File: config.mk
export PLATFORM = sky130hd
export DESIGN_NAME = msb_first_bit_packer_core
export DESIGN_NICKNAME = d
export VERILOG_FILES = /design/src/sv/msbp_pkg.sv /design/src/sv/msbp_front.sv /design/src/sv/msbp_fifo.sv /design/src/sv/msbp_back.sv /design/src/sv/msb_first_bit_packer_core.sv
export SDC_FILE = /design/constraint.sdc
export NUM_CORES = 1
export LEC_CHECK = 0
export BUFFER_PORTS_ARGS = -buffer_cell sky130_fd_sc_hd__clkbuf_2
export CORE_MARGIN = 2
export CORE_UTILIZATION = 60
export CTS_CLUSTER_SIZE = 8
export DETAILED_ROUTE_END_ITERATION = 6
export PLACE_DENSITY = 0.78
export SYNTH_ARGS = -nofsm -noshare
export SYNTH_HDL_FRONTEND = slang
export SYNTH_HIERARCHICAL = 1
export SYNTH_SLANG_ARGS = --single-unit
File: constraint.sdc
create_clock -name clk -period 16.2 [get_ports clk]
set_clock_uncertainty 0.2 [all_clocks]
set_input_delay 2.43 -clock clk [delete_from_list [all_inputs] [get_ports clk]]
set_output_delay 2.43 -clock clk [all_outputs]
set_load 0.1 [all_outputs]
File: src/sv/msbp_pkg.sv
// Shared types and constants for the MSB-first bit packer.
// No dependencies; used by every module of the block.
`timescale 1ns / 1ps
`default_nettype none

package msbp_pkg;

	localparam int unsigned VALUE_W  = 64;  // code word width
	localparam int unsigned COUNT_W  = 7;   // bit count field width
	localparam int unsigned BYTE_W   = 8;
	localparam int unsigned PEND_W   = 7;   // pending bits, right aligned
	localparam int unsigned PCNT_W   = 3;   // pending bit count 0..7
	localparam int unsigned NB_W     = 4;   // bytes per transaction 0..8
	localparam int unsigned MAX_BITS = 64;  // saturation limit of bit_count
	localparam int unsigned QDEPTH   = 2;   // job queue depth

	// Input commands
	typedef enum logic {
		CMD_WRITE = 1'b0,
		CMD_FLUSH = 1'b1
	} cmd_t;

	// One job handed from the front to the back: up to eight bytes,
	// left aligned, first byte in the top bits.
	typedef struct packed {
		logic [VALUE_W-1:0] chunk;
		logic [NB_W-1:0]    nbytes;
	} job_t;

	// Job queue status seen by its neighbors
	typedef struct packed {
		logic full;
		logic empty;
	} q_stat_t;

endpackage

`default_nettype wire

File: src/sv/msbp_front.sv
// Front end: accepts input transactions, merges them with the pending
// partial byte and produces byte jobs. Depends on msbp_pkg.
`timescale 1ns / 1ps
`default_nettype none

module msbp_front (
	input  wire logic                          clk,
	input  wire logic                          arst_n,
	input  wire logic                          push,
	output logic                               full,
	input  wire logic                          command,
	input  wire logic [msbp_pkg::VALUE_W-1:0]  value,
	input  wire logic [msbp_pkg::COUNT_W-1:0]  bit_count,
	input  wire msbp_pkg::q_stat_t             q_stat,
	output logic                               q_wr,
	output msbp_pkg::job_t                     q_job
);

	logic [msbp_pkg::PEND_W-1:0]  pend_q;
	logic [msbp_pkg::PCNT_W-1:0]  pcnt_q;

	logic                              accept;
	logic [msbp_pkg::COUNT_W-1:0]      n;
	logic [msbp_pkg::BYTE_W-1:0]       p_al;
	logic [msbp_pkg::VALUE_W-1:0]      v_al;
	logic [msbp_pkg::VALUE_W-1:0]      vmask;
	logic [msbp_pkg::VALUE_W+7:0]      comb72;
	logic [msbp_pkg::COUNT_W-1:0]      total;
	logic [msbp_pkg::PCNT_W-1:0]       rem;
	logic [msbp_pkg::VALUE_W+6:0]      stream;
	logic [msbp_pkg::PEND_W-1:0]       rmask;
	logic [msbp_pkg::PEND_W-1:0]       pend_d;
	logic [msbp_pkg::PCNT_W-1:0]       pcnt_d;

	assign full   = q_stat.full;
	assign accept = push && !q_stat.full;

	// Saturate the bit count
	always_comb begin
		if (bit_count > msbp_pkg::COUNT_W'(msbp_pkg::MAX_BITS)) begin
			n = msbp_pkg::COUNT_W'(msbp_pkg::MAX_BITS);
		end else begin
			n = bit_count;
		end
	end

	// Left-align pending bits and new bits, then join them into one string
	always_comb begin
		p_al   = 8'({1'b0, pend_q} << (4'd8 - {1'b0, pcnt_q}));
		v_al   = value << (msbp_pkg::COUNT_W'(msbp_pkg::MAX_BITS) - n);
		comb72 = {p_al, 64'b0} | ({v_al, 8'b0} >> pcnt_q);
		total  = {4'b0, pcnt_q} + n;
		rem    = total[2:0];
		// right-aligned stream gives the leftover bits directly
		vmask  = ~({msbp_pkg::VALUE_W{1'b1}} << n);
		stream = ({64'b0, pend_q} << n) | {7'b0, value & vmask};
		rmask  = ~(7'h7f << rem);
	end

	// Job and next pending state
	always_comb begin
		if (command == msbp_pkg::CMD_FLUSH) begin
			q_job.chunk  = {p_al, 56'b0};
			q_job.nbytes = (pcnt_q != '0) ? msbp_pkg::NB_W'(1) : '0;
			pend_d       = '0;
			pcnt_d       = '0;
		end else begin
			q_job.chunk  = comb72[71:8];
			q_job.nbytes = total[6:3];
			pend_d       = stream[6:0] & rmask;
			pcnt_d       = rem;
		end
	end

	assign q_wr = accept && (q_job.nbytes != '0);

	// Pending partial byte
	always_ff @(posedge clk or negedge arst_n) begin
		if (!arst_n) begin
			pend_q <= '0;
			pcnt_q <= '0;
		end else if (accept) begin
			pend_q <= pend_d;
			pcnt_q <= pcnt_d;
		end
	end

	// A job never carries more than eight bytes
	a_job_size: assert property (@(posedge clk) disable iff (!arst_n)
		q_wr |-> (q_job.nbytes <= msbp_pkg::NB_W'(8)))
		else $error("front produced an oversized job");

	// A flush leaves nothing pending
	a_flush_clears: assert property (@(posedge clk) disable iff (!arst_n)
		(accept && command == msbp_pkg::CMD_FLUSH) |=> (pcnt_q == '0 && pend_q == '0))
		else $error("flush left pending bits");

endmodule

`default_nettype wire

File: src/sv/msbp_fifo.sv
// Short job queue between front and back end, register based.
// Depends on msbp_pkg for the job type and depth.
`timescale 1ns / 1ps
`default_nettype none

module msbp_fifo (
	input  wire logic            clk,
	input  wire logic            arst_n,
	input  wire logic            wr,
	input  wire msbp_pkg::job_t  wr_job,
	input  wire logic            rd,
	output msbp_pkg::job_t       rd_job,
	output msbp_pkg::q_stat_t    stat
);

	localparam int unsigned PTR_W = (msbp_pkg::QDEPTH > 1) ? $clog2(msbp_pkg::QDEPTH) : 1;
	localparam int unsigned CNT_W = $clog2(msbp_pkg::QDEPTH + 1);

	msbp_pkg::job_t    mem_q [msbp_pkg::QDEPTH];
	logic [PTR_W-1:0]  wptr_q;
	logic [PTR_W-1:0]  rptr_q;
	logic [CNT_W-1:0]  cnt_q;

	assign stat.full  = (cnt_q == CNT_W'(msbp_pkg::QDEPTH));
	assign stat.empty = (cnt_q == '0);
	assign rd_job     = mem_q[rptr_q];

	// Entry storage
	always_ff @(posedge clk) begin
		if (wr) begin
			mem_q[wptr_q] <= wr_job;
		end
	end

	// Pointers and fill count
	always_ff @(posedge clk or negedge arst_n) begin
		if (!arst_n) begin
			wptr_q <= '0;
			rptr_q <= '0;
			cnt_q  <= '0;
		end else begin
			if (wr) begin
				wptr_q <= (wptr_q == PTR_W'(msbp_pkg::QDEPTH - 1)) ? '0 : wptr_q + 1'b1;
			end
			if (rd) begin
				rptr_q <= (rptr_q == PTR_W'(msbp_pkg::QDEPTH - 1)) ? '0 : rptr_q + 1'b1;
			end
			if (wr && !rd) begin
				cnt_q <= cnt_q + 1'b1;
			end else if (rd && !wr) begin
				cnt_q <= cnt_q - 1'b1;
			end
		end
	end

	a_no_overflow: assert property (@(posedge clk) disable iff (!arst_n)
		!(wr && stat.full))
		else $error("job queue overflow");

	a_no_underflow: assert property (@(posedge clk) disable iff (!arst_n)
		!(rd && stat.empty))
		else $error("job queue underflow");

endmodule

`default_nettype wire

File: src/sv/msbp_back.sv
// Back end: takes jobs from the queue and hands out one byte per pop.
// Its shift register is the output register. Depends on msbp_pkg.
`timescale 1ns / 1ps
`default_nettype none

module msbp_back (
	input  wire logic                          clk,
	input  wire logic                          arst_n,
	input  wire msbp_pkg::q_stat_t             q_stat,
	input  wire msbp_pkg::job_t                q_job,
	output logic                               q_rd,
	output logic [msbp_pkg::BYTE_W-1:0]        out_byte,
	output logic                               last,
	output logic                               empty,
	input  wire logic                          pop
);

	logic [msbp_pkg::VALUE_W-1:0]  chunk_q;
	logic [msbp_pkg::NB_W-1:0]     rem_q;
	logic                          take;

	assign empty    = (rem_q == '0);
	assign out_byte = chunk_q[msbp_pkg::VALUE_W-1 -: msbp_pkg::BYTE_W];
	assign last     = (rem_q == msbp_pkg::NB_W'(1));
	assign take     = pop && !empty;

	// Load the next job when idle or when the last byte leaves
	assign q_rd = !q_stat.empty && (empty || (take && last));

	// Remaining byte count
	always_ff @(posedge clk or negedge arst_n) begin
		if (!arst_n) begin
			rem_q <= '0;
		end else if (q_rd) begin
			rem_q <= q_job.nbytes;
		end else if (take) begin
			rem_q <= rem_q - 1'b1;
		end
	end

	// Byte shift register
	always_ff @(posedge clk) begin
		if (q_rd) begin
			chunk_q <= q_job.chunk;
		end else if (take) begin
			chunk_q <= chunk_q << msbp_pkg::BYTE_W;
		end
	end

	a_rem_range: assert property (@(posedge clk) disable iff (!arst_n)
		rem_q <= msbp_pkg::NB_W'(8))
		else $error("back end byte count out of range");

	a_hold_on_stall: assert property (@(posedge clk) disable iff (!arst_n)
		(!empty && !pop) |=> (rem_q == $past(rem_q)))
		else $error("back end advanced without a pop");

endmodule

`default_nettype wire

File: src/sv/msb_first_bit_packer_core.sv
// MSB-first bit packer, top level.
// Instantiates msbp_front, msbp_fifo and msbp_back; uses msbp_pkg.
//
// Usage:
//   Input side is a queue write port: a transaction is taken on a rising edge
//   with push high and full low. command 0 appends the low bit_count bits of
//   value (counts above 64 act as 64), command 1 flushes the pending partial
//   byte padded with zeros. Output side is a queue read port: while empty is
//   low, out_byte/last hold the oldest byte, taken on an edge with pop high.
//   last marks the final byte caused by one input transaction.
// Timing:
//   One input transaction per cycle while full is low. A completed byte is
//   written into the job queue, then loaded into the output register, where
//   it can be popped. The back end delivers one byte per cycle while pop is
//   high; a code that completes k bytes occupies the output for k pops. The
//   two-entry job queue absorbs the difference and full rises when it fills.
// Reset:
//   arst_n clears the pending bits and empties the queue and output register.
// Stall:
//   While pop stays low the current byte holds, the queue fills, and then
//   full goes high until bytes drain.
`timescale 1ns / 1ps
`default_nettype none

module msb_first_bit_packer_core (
	input  wire logic                          clk,
	input  wire logic                          arst_n,
	input  wire logic                          push,
	output logic                               full,
	input  wire logic                          command,
	input  wire logic [msbp_pkg::VALUE_W-1:0]  value,
	input  wire logic [msbp_pkg::COUNT_W-1:0]  bit_count,
	output logic                               empty,
	input  wire logic                          pop,
	output logic [msbp_pkg::BYTE_W-1:0]        out_byte,
	output logic                               last
);

	msbp_pkg::q_stat_t  q_stat;
	msbp_pkg::job_t     wr_job;
	msbp_pkg::job_t     rd_job;
	logic               q_wr;
	logic               q_rd;

	msbp_front u_front (
		.clk       (clk),
		.arst_n    (arst_n),
		.push      (push),
		.full      (full),
		.command   (command),
		.value     (value),
		.bit_count (bit_count),
		.q_stat    (q_stat),
		.q_wr      (q_wr),
		.q_job     (wr_job)
	);

	msbp_fifo u_fifo (
		.clk    (clk),
		.arst_n (arst_n),
		.wr     (q_wr),
		.wr_job (wr_job),
		.rd     (q_rd),
		.rd_job (rd_job),
		.stat   (q_stat)
	);

	msbp_back u_back (
		.clk      (clk),
		.arst_n   (arst_n),
		.q_stat   (q_stat),
		.q_job    (rd_job),
		.q_rd     (q_rd),
		.out_byte (out_byte),
		.last     (last),
		.empty    (empty),
		.pop      (pop)
	);

endmodule

`default_nettype wire
# Word level (Yosys, flattened, before mapping)
# Memories as Yosys holds them, arrays and structs flattened.
# Cells that the tools add are included.
# W data, S select, Z words.
[op_classes]
addsub = 8
mul = 0
div = 0
magnitude_cmp = 1
n_eq_ne = 2
shift = 6
muxes = 15
bitwise_logic = 6
reduce_logical = 19
[ops]
columns = ["operator", "count"]
rows = [
  ["$mux W64", 2],
  ["$or A72 B72 Y72", 1],
  ["$shr A72 B3 Y72", 1],
  ["$mux W68", 1],
  ["$shl A64 B7 Y64", 1],
  ["$shl A64 B7 Y7 const A", 1],
  ["$and A7 B7 Y7", 2],
  ["$mux W7", 2],
  ["$not A7 Y7", 2],
  ["$mux W4", 2],
  ["$shl A7 B4 Y8", 1],
  ["$add A3 B7 Y7", 1],
  ["$gt A7 B7 Y1 const B", 1],
  ["$logic_and A1 B1 Y1", 7],
  ["$or A7 B7 Y7", 1],
  ["$shl A7 B3 Y7 const A", 1],
  ["$shl A7 B7 Y7", 1],
  ["$sub A7 B7 Y7 const A", 1],
  ["$logic_not A1 Y1", 5],
  ["$mux W1", 5],
  ["$eq A4 B1 Y1 const B", 1],
  ["$logic_not A4 Y1", 1],
  ["$mux W2", 2],
  ["$reduce_bool A2 Y1", 2],
  ["11 further kinds", 12],
]
[word_totals]
reg_bits = 82
latchBits = 0
ram_bits = 136
romBits = 0
n_memories = 1
[memory_table]
columns = ["memory", "depth", "width", "rd", "rd_ports_with_merged_regs", "write_ports", "line", "text"]
rows = [
  ["u_fifo.mem_q", 2, 68, 1, 0, 1, "msbp_fifo.sv:19", "msbp_pkg::job_t mem_q [msbp_pkg::QDEPTH];"],
]

# Logic depth before layout (Yosys ltp)
# Gate-level depths: netlist of the first run.
[logic_depth]
ltp_word = 13
depth_mapped = 23
depth_no_buf = 15

# Cells and area by module
# Netlist of the first run, hierarchy kept.
[by_module_without_submodules]
columns = ["module", "n_inst", "cells_each", "area_each_um2", "seq_area_each_um2"]
rows = [
  ["msbp_front", 1, 1231, 8720.9, 250.2],
  ["msbp_fifo", 1, 228, 5136.2, 4184.0],
  ["msbp_back", 1, 175, 3037.9, 2021.9],
]

# Least setup slack after synthesis of the first run
# No wires, ideal clock.
[synth_timing]
kind = "input -> register"
from = "input port bit_count[6] in the netlist's numbering"
to = "memory u_fifo/mem_q[0][0] in the netlist's numbering (enable)"
setup_time_ps = 503
t_arrival_ps = 8225
required_time_ps = 15497
path_slack_ps = 7273
cell_stages = 16
path_buffers = 5
path_cell_list = "buf_6 > and2b_1 > inv_4 > buf_4 > buf_6 > buf_2 > clkbuf_1 > nor2_1 > fa_1 > o21ai_0 > a21oi_1 > mux2_2 > nor2_1 > nor4_1 > nor2_1 > nor2b_1"
[synth_rtl]
columns = ["element", "line", "text"]
rows = [
  ["from (decl)", "msb_first_bit_packer_core.sv:32", "input wire logic [msbp_pkg::COUNT_W-1:0] bit_count,"],
  ["to (decl)", "msbp_fifo.sv:19", ""],
]

==> impl_results.md, run 1 <==
- Fill count: between 2000 and 2500
- Mapped Area: about 17000 um2
- CP peak stage delay: 0.83 ns
- Worst Max-Slew Pin Slew: 1.128 ns
- Post-DP HPWL: 38840 um
- Fmax: roughly 120 MHz
- Status: finished, final reports clean
- CP Class: in -> reg
- Reg clk slew, reported paths: about 0.05 ns
- Fin nets: 1718
- Detailed-route wire length per cell: 26.86 um
- DP Worst Slack: 7.853 ns
- GRT Overall Usage: a little under two fifths
- Flops & latches, synth: 218
- # Max-Cap Violations: 0
- DP Area: roughly 17000 um2
- Final WS setup: 8.196 ns
- Final Instance Area: 18130 um2
- H-tree depth: 1
- DRT iter0 DRCs: 1987
- CP cell instances: clkbuf_2 > and2b_2 > inv_4 > ha_2 > nand2_1 > nand3_2 > buf_4 > mux2i_1 > a222oi_1 > o32ai_1 > a22oi_1 > mux2i_1 > mux2_2 > nor2_1 > a211oi_1
- Layout area overhead: 7.295%
- Root Buffer: clkbuf_16
- Vias in the first global route: 13510
- Final Max Tran Viols: 0
- Residual DRC: 0
- Setup Fix Bufs, Post-CTS: 0
- Clock Path Buffers: 3
- Max-slew headroom: 24.42%
- Core Area: between 20000 and 30000 um2
- First-pass GRT wire length: 81960 um
- RSZ-0062 raised after global routing: no
- CP Data Required Time: 16.23 ns
- Crit-path most repeated cell: mux2i_1
- LEAKAGE: 0.006954 uW
- Synth Area per Inst: 10.34 um2
- Synth cell types: 87
- DRT Pass-1 Iters: 7
- Final Hold Slack: 0.3137 ns
- ANT cells: 0
- Endpoints failing hold: 0
- Ys async rst share: 8.257%
- Die area: ~30000 um2
- Worst setup SP type: input port
- CTS Buf Count: 31
- Worst min path class: reg -> reg
- Die extent in x: about 170 um
- Worst hold path depth: 1
- Initial antenna violation count: 1
- Ys flop type: edfxtp_1
- Ports: between 80 and 90
- I/O Buffers: 86
- Slowest stage cell, crit path: a222oi_1
- Post-synthesis sequential area ratio: 38.21%
- Buf/Inv on CP: 3
- Hold EP: u_fifo/cnt_q[1]
- Syn Inst Count: 1634
- Die Span Y: 171.8 um
- Arrival time worst endpoint: 8.03 ns
- Reg2reg path depth: 12
- Post-cts sizing count: 0
- Fin crit period: 8.004 ns
- Pwr dens: 165.6 nW/um2
- Setup TNS: 0 ns
- Global route total overflow: 0
- Hold wc startpoint: u_fifo/cnt_q[1]
- Final worst path period share: 49.41%
- Routed WL: 54340 um
- Clk sink count: 218
- Core Rows: 61
- Final Setup Violations: 0
- Vias after detailed routing: 14210
- Routability cong.: between 1 and 1.5
- Post-synth EDFFs: 200
- Pin count of the biggest net entering global routing: 70
- CP max FO: about 50
- Layout cell share with drive strength beyond 1: between 20 and 25%
- Crit. End Element: register
- CTS tree: built
- YS warnings: 6
- VDD IR-drop max: 108.1 uV
- FF-to-FF setup slack: 11.94 ns
- CP delay by family, top: buffers and inverters
- FF-to-FF End: u_fifo/mem_q[0][8]
- Utilization after layout: 65.25%
- Worst-skew pair later-pin latency: between 0.5 and 0.6 ns
- Hold-fix buffers, CTS: 0
- Initial Util: 60.81%
- Vias per cell: around 7
- Syn Nets: around 1700
- Antenna-violating nets left: 0
- Reg-to-Reg Start: u_front/pcnt_q[0]
[layout by cell type (no fill, tap or decap), types with 36 or more instances in the layout]
master / n
edfxtp_1: 200
mux2i_1: 186
nand2_1: 146
mux2_2: 141
nor2_1: 120
clkbuf_2: 86
a21oi_1: 73
a211oi_1: 56
o21ai_0: 49
nand3_1: 42
o22ai_1: 38
nor3_1: 36
[area by class of cell]
type / instances / area (um2) / area share (%)
well taps: 378 / 473.0 / 2.609
repair buffers: 114 / 640.6 / 3.534
flip-flops and latches: 218 / 6459 / 35.63
inverters: 17 / 66.31 / 0.3658
clock buffers: 42 / 817.0 / 4.507
multi-input cells: 1252 / 9644 / 53.20
clock inverters: 2 / 27.53 / 0.1518
[synthesized netlist by cell type (all sizes together) (11+ instances only)]
master	instances	area, um2
edfxtp	200	6006
mux2i	186	1862
mux2	163	1873
nand2	146	548.0
nor2	123	480.5
buf	86	546.8
a21oi	75	382.9
clkbuf	61	229.0
a211oi	60	470.5
o21ai	56	280.3
nand3	43	215.2
o22ai	39	244.0
nor3	38	195.2
mux4	31	698.2
and2	20	125.1
a22oi	18	140.1
dfrtp	18	450.4
a32oi	17	148.9
inv	15	58.81
and3	14	87.58
a21o	12	90.09
a31oi	11	68.82
nor2b	11	68.82
nor3b	11	82.58
o221ai	11	96.34
[kinds of logic (layout without fill, tap and decap cells)]
kind of cell    after synthesis  count (layout)  synth area share [%]
compound gates              406             406                 16.97
fa+ha+maj                     8               8                0.6369
flops                       218             218                 38.21
xor+xnor                     12              12                0.6221
simple gates                446             446                 12.33
buf+inv                     164             175                 4.984
mux                         380             380                 26.24
[sequential cells by signal, indices dropped and copies added (netlist names)]
| register | cells |
|---|---|
| u_back/chunk_q | 64 |
| u_back/rem_q | 4 |
| u_fifo/cnt_q | 2 |
| u_fifo/mem_q | 136 |
| u_fifo/rptr_q | 1 |
| u_fifo/wptr_q | 1 |
| u_front/pcnt_q | 3 |
| u_front/pend_q | 7 |
[layer usage]
metal	vias to the layer above	wire length, um	share of wire (%)	GRT usage [%]
met2	849	24900	46	58.34
met5	-	13	0.024	0
met3	178	5093	9.4	6.995
met4	2	2770	5.1	16.59
met1	6843	21560	40	48.83
li1	6341	-	-	-
[worst reg2reg max path, stage by stage, from the launching register on]
cell     delay (ns)
dfrtp_2        0.33
buf_4          0.56
inv_2          0.09
nor2_1         0.25
fa_1           0.25
o21ai_0        0.09
a21oi_1        0.22
mux2_2         0.38
nor2_1         0.19
nor4_1         0.08
nor2_1         0.25
nor2b_4        0.19
buf_4          0.70
[worst max path at each step]
| stage | from | endpoint | cells after the start | slack [ns] |
|---|---|---|---|---|
| 3_5_place_dp | bit_count[6] | u_fifo/mem_q[0][63] | 15 | 7.85 |
| 6_report | bit_count[6] | u_fifo/mem_q[0][47] | 15 | 8.20 |
| 3_3_place_gp | bit_count[6] | u_fifo/mem_q[0][65] | 16 | 7.94 |
| 4_1_cts | bit_count[6] | u_fifo/mem_q[0][63] | 15 | 8.40 |
| 2_1_floorplan | bit_count[6] | u_fifo/mem_q[0][0] | 16 | 7.27 |
| 5_1_grt | bit_count[6] | u_fifo/mem_q[0][47] | 15 | 7.85 |
[stage by stage]
stage / std cells / total power, uW
6_report: 2023 / 3002
5_1_grt: 2023 / 3147
4_1_cts: 2023 / 2986
3_5_place_dp: 1979 / 2396
3_3_place_gp: 1979 / 2366
2_1_floorplan: 1634 / 2071
[power by group]
group / total, uW / switching (uW) / internal, uW
Sequential: 980 / 78.5 / 901
Clock: 562 / 217 / 344
Combinational: 1460 / 933 / 528
Power figures use the tool's default switching activity.
==> run 2: changes to the inputs <==
- clock period: 16.2 -> 7.95 ns (I/O delays scaled with it)
==> impl_results.md, run 2 (synthesized netlist as in run 1, its figures left out) <==
- Post-DP HPWL: 41430 um (+6.7%)
- Fin nets: 1728 (+0.58%)
- First-pass GRT wire length: 85050 um (+3.8%)
- Routed WL: 56600 um (+4.2%)
- Commonest non-fill, non-tap cells in the layout: edfxtp_1 (200), mux2i_1 (186), nand2_1 (146)
- Worst setup SP type: input port
- Vias in the first global route: 13750 (+1.7%)
- Detailed-route wire length per cell: 27.76 um (+3.4%)
- Initial Util: 60.81% (unchanged)
- Pin count of the biggest net entering global routing: 70 (unchanged)
- DRT Pass-1 Iters: 7 (unchanged)
- CP peak stage delay: 0.56 ns (-0.27 ns)
- Final Setup Violations: 0 (unchanged)
- RSZ-0062 raised after global routing: no
- Biggest register: u_fifo/mem_q
- WL met2: 25840 um (+3.8%)
- I/O Buffers: 86 (unchanged)
- Post-Layout Cell Count: 2039 (+0.79%)
- Commonest non-fill, non-tap cell in the layout: edfxtp_1
- Worst min path class: reg -> reg
- Initial antenna violation count: 1 (unchanged)
- Clock Path Buffers: 3 (unchanged)
- Crit. End Element: register
- Clk sink count: 218 (unchanged)
- Reg clk slew, reported paths: 0.05 ns (about the same)
- Pwr dens: 340.1 nW/um2 (+110%)
- Fmax: 156.6 MHz
- Arrival time worst endpoint: 6.48 ns (-1.55 ns)
- Met3 WL: 4986 um (-2.1%)
- LEAKAGE: 0.007013 uW (+0.85%)
- Vias per cell: 7.098 (+1.0%)
- Final worst path period share: approximately four fifths
- Top Registers: u_fifo/mem_q (136), u_back/chunk_q (64), u_front/pend_q (7)
- Die Span Y: 171.8 um (unchanged)
- Worst-skew pair later-pin latency: 0.55 ns (about the same)
- CTS Buf Count: 31 (unchanged)
- Status: finished, final reports clean
- Routability cong.: 1.095 (+0.22%)
- Max-slew headroom: 21.73% (-2.7 points)
- Die extent in x: 171.8 um (unchanged)
- # Max-Cap Violations: 0 (unchanged)
- Crit-path most repeated cell: mux2i_1
- CP Data Required Time: 8.05 ns (-8.18 ns)
- Core Rows: 61 (unchanged)
- Final Max Tran Viols: 0 (unchanged)
- Worst hold path depth: 1 (unchanged)
- Hold-fix buffers, CTS: 0 (unchanged)
- Layout area overhead: 7.835%
- Final WS setup: 1.565 ns (-6.631 ns)
- GRT Overall Usage: 38.36% (+1.7 points)
- Setup TNS: 0 ns (unchanged)
- Ports: 87 (unchanged)
- Antenna-violating nets left: 0 (unchanged)
- H-tree depth: 1 (unchanged)
- Highest metal layer with signal wires: met5
- Reg2reg path depth: 12 (unchanged)
- CTS tree: built
- Die area: 29520 um2 (unchanged)
- Layout cell share with drive strength beyond 1: 22.41% (+0.34 points)
- Global route total overflow: 0 (unchanged)
- CP max FO: 45 (-8.2%)
- WL met1: 22610 um (+4.9%)
- Endpoints failing hold: 0 (unchanged)
- Post-cts sizing count: 0 (unchanged)
- # placed instances: 1989 (+0.51%)
- Vias after detailed routing: 14470 (+1.8%)
- Slowest stage cell, crit path: mux2i_1
- CP Class: in -> reg
- Largest register FFs: 136 (unchanged)
- Buf/Inv on CP: 3 (unchanged)
- CP delay by family, top: compound AO/OA/AOI/OAI gates
- Residual DRC: 0 (unchanged)
- DRT iter0 DRCs: 1856 (-6.6%)
- Root Buffer: clkbuf_16
- Setup Fix Bufs, Post-CTS: 0 (unchanged)
- Crit. path cell count: 14 (-1)
- DP Worst Slack: 1.251 ns (-6.602 ns)
- CP cell instances: clkbuf_2 > and2b_2 > inv_4 > ha_2 > nand2_1 > nand3_2 > buf_4 > mux2i_1 > mux2i_1 > o21ai_0 > a22oi_1 > a22o_1 > mux2_2 > o22ai_1
- Worst Max-Slew Pin Slew: 1.168 ns (+0.04022 ns)
- Fin crit period: 6.385 ns
- VDD IR-drop max: 225.2 uV (+110%)
- Core Area: 27780 um2 (unchanged)
-- run 2: cell count changes in the layout (fill, tap and decap cells not counted), sizes merged --
cell / change
buf: +10
clkbuf: +4
clkinv: +2
clkinvlp: -1
diode: +1
-- run 2: stage by stage --
stage                     hold slack (ns)  instance area, um2  utilization, %  power [uW]
after global routing               0.3524               18220           65.57        6467
after floorplan                    0.2555               16900               -        4220
final                              0.3294               18220           65.58        6195
after CTS                          0.3262               18220           65.57        6130
after detailed placement           0.3183               17360           62.47        4937
after global placement             0.2737               17360           62.47        4855
-- run 2: path summary, 6_finish.rpt --
| check | startpoint | to | slack, ns |
|---|---|---|---|
| worst min-delay path | u_fifo/cnt_q[1] | u_fifo/cnt_q[1] | 0.33 |
| worst min register to register | u_fifo/cnt_q[1] | u_fifo/cnt_q[1] | 0.33 |
| worst max-delay path | bit_count[0] | u_fifo/mem_q[1][43] | 1.57 |
| min in group asynchronous | arst_n | u_back/rem_q[3] | 0.39 |
| max in group asynchronous | arst_n | u_fifo/rptr_q | 6.81 |
| worst max register to register | u_front/pcnt_q[0] | u_fifo/mem_q[0][8] | 3.70 |
-- run 2: routing by layer --
layer  vias to the layer above  track usage [%]
met5                         -                0
met4                         2            17.90
met3                       193            5.798
met2                       899            61.73
met1                      7008            51.17
li1                       6370                -
-- run 2: area by class of cell --
cell class / instances / area [um2]
fillers: 2134 / 9563
multi-input cells: 1252 / 9642
repair buffers: 124 / 715.7
clock buffers: 46 / 832.0
well taps: 378 / 473.0
clock inverters: 3 / 28.78
flip-flops and latches: 218 / 6459
diodes: 1 / 2.502
inverters: 17 / 66.31
-- run 2: report_power, final --
part / leakage [uW] / internal, uW / switching (uW) / total [uW]
clock network: 0.000415 / 710 / 451 / 1160
logic: 0.00446 / 1080 / 1940 / 3020
registers: 0.00214 / 1840 / 174 / 2010
total: 0.00701 / 3630 / 2570 / 6200
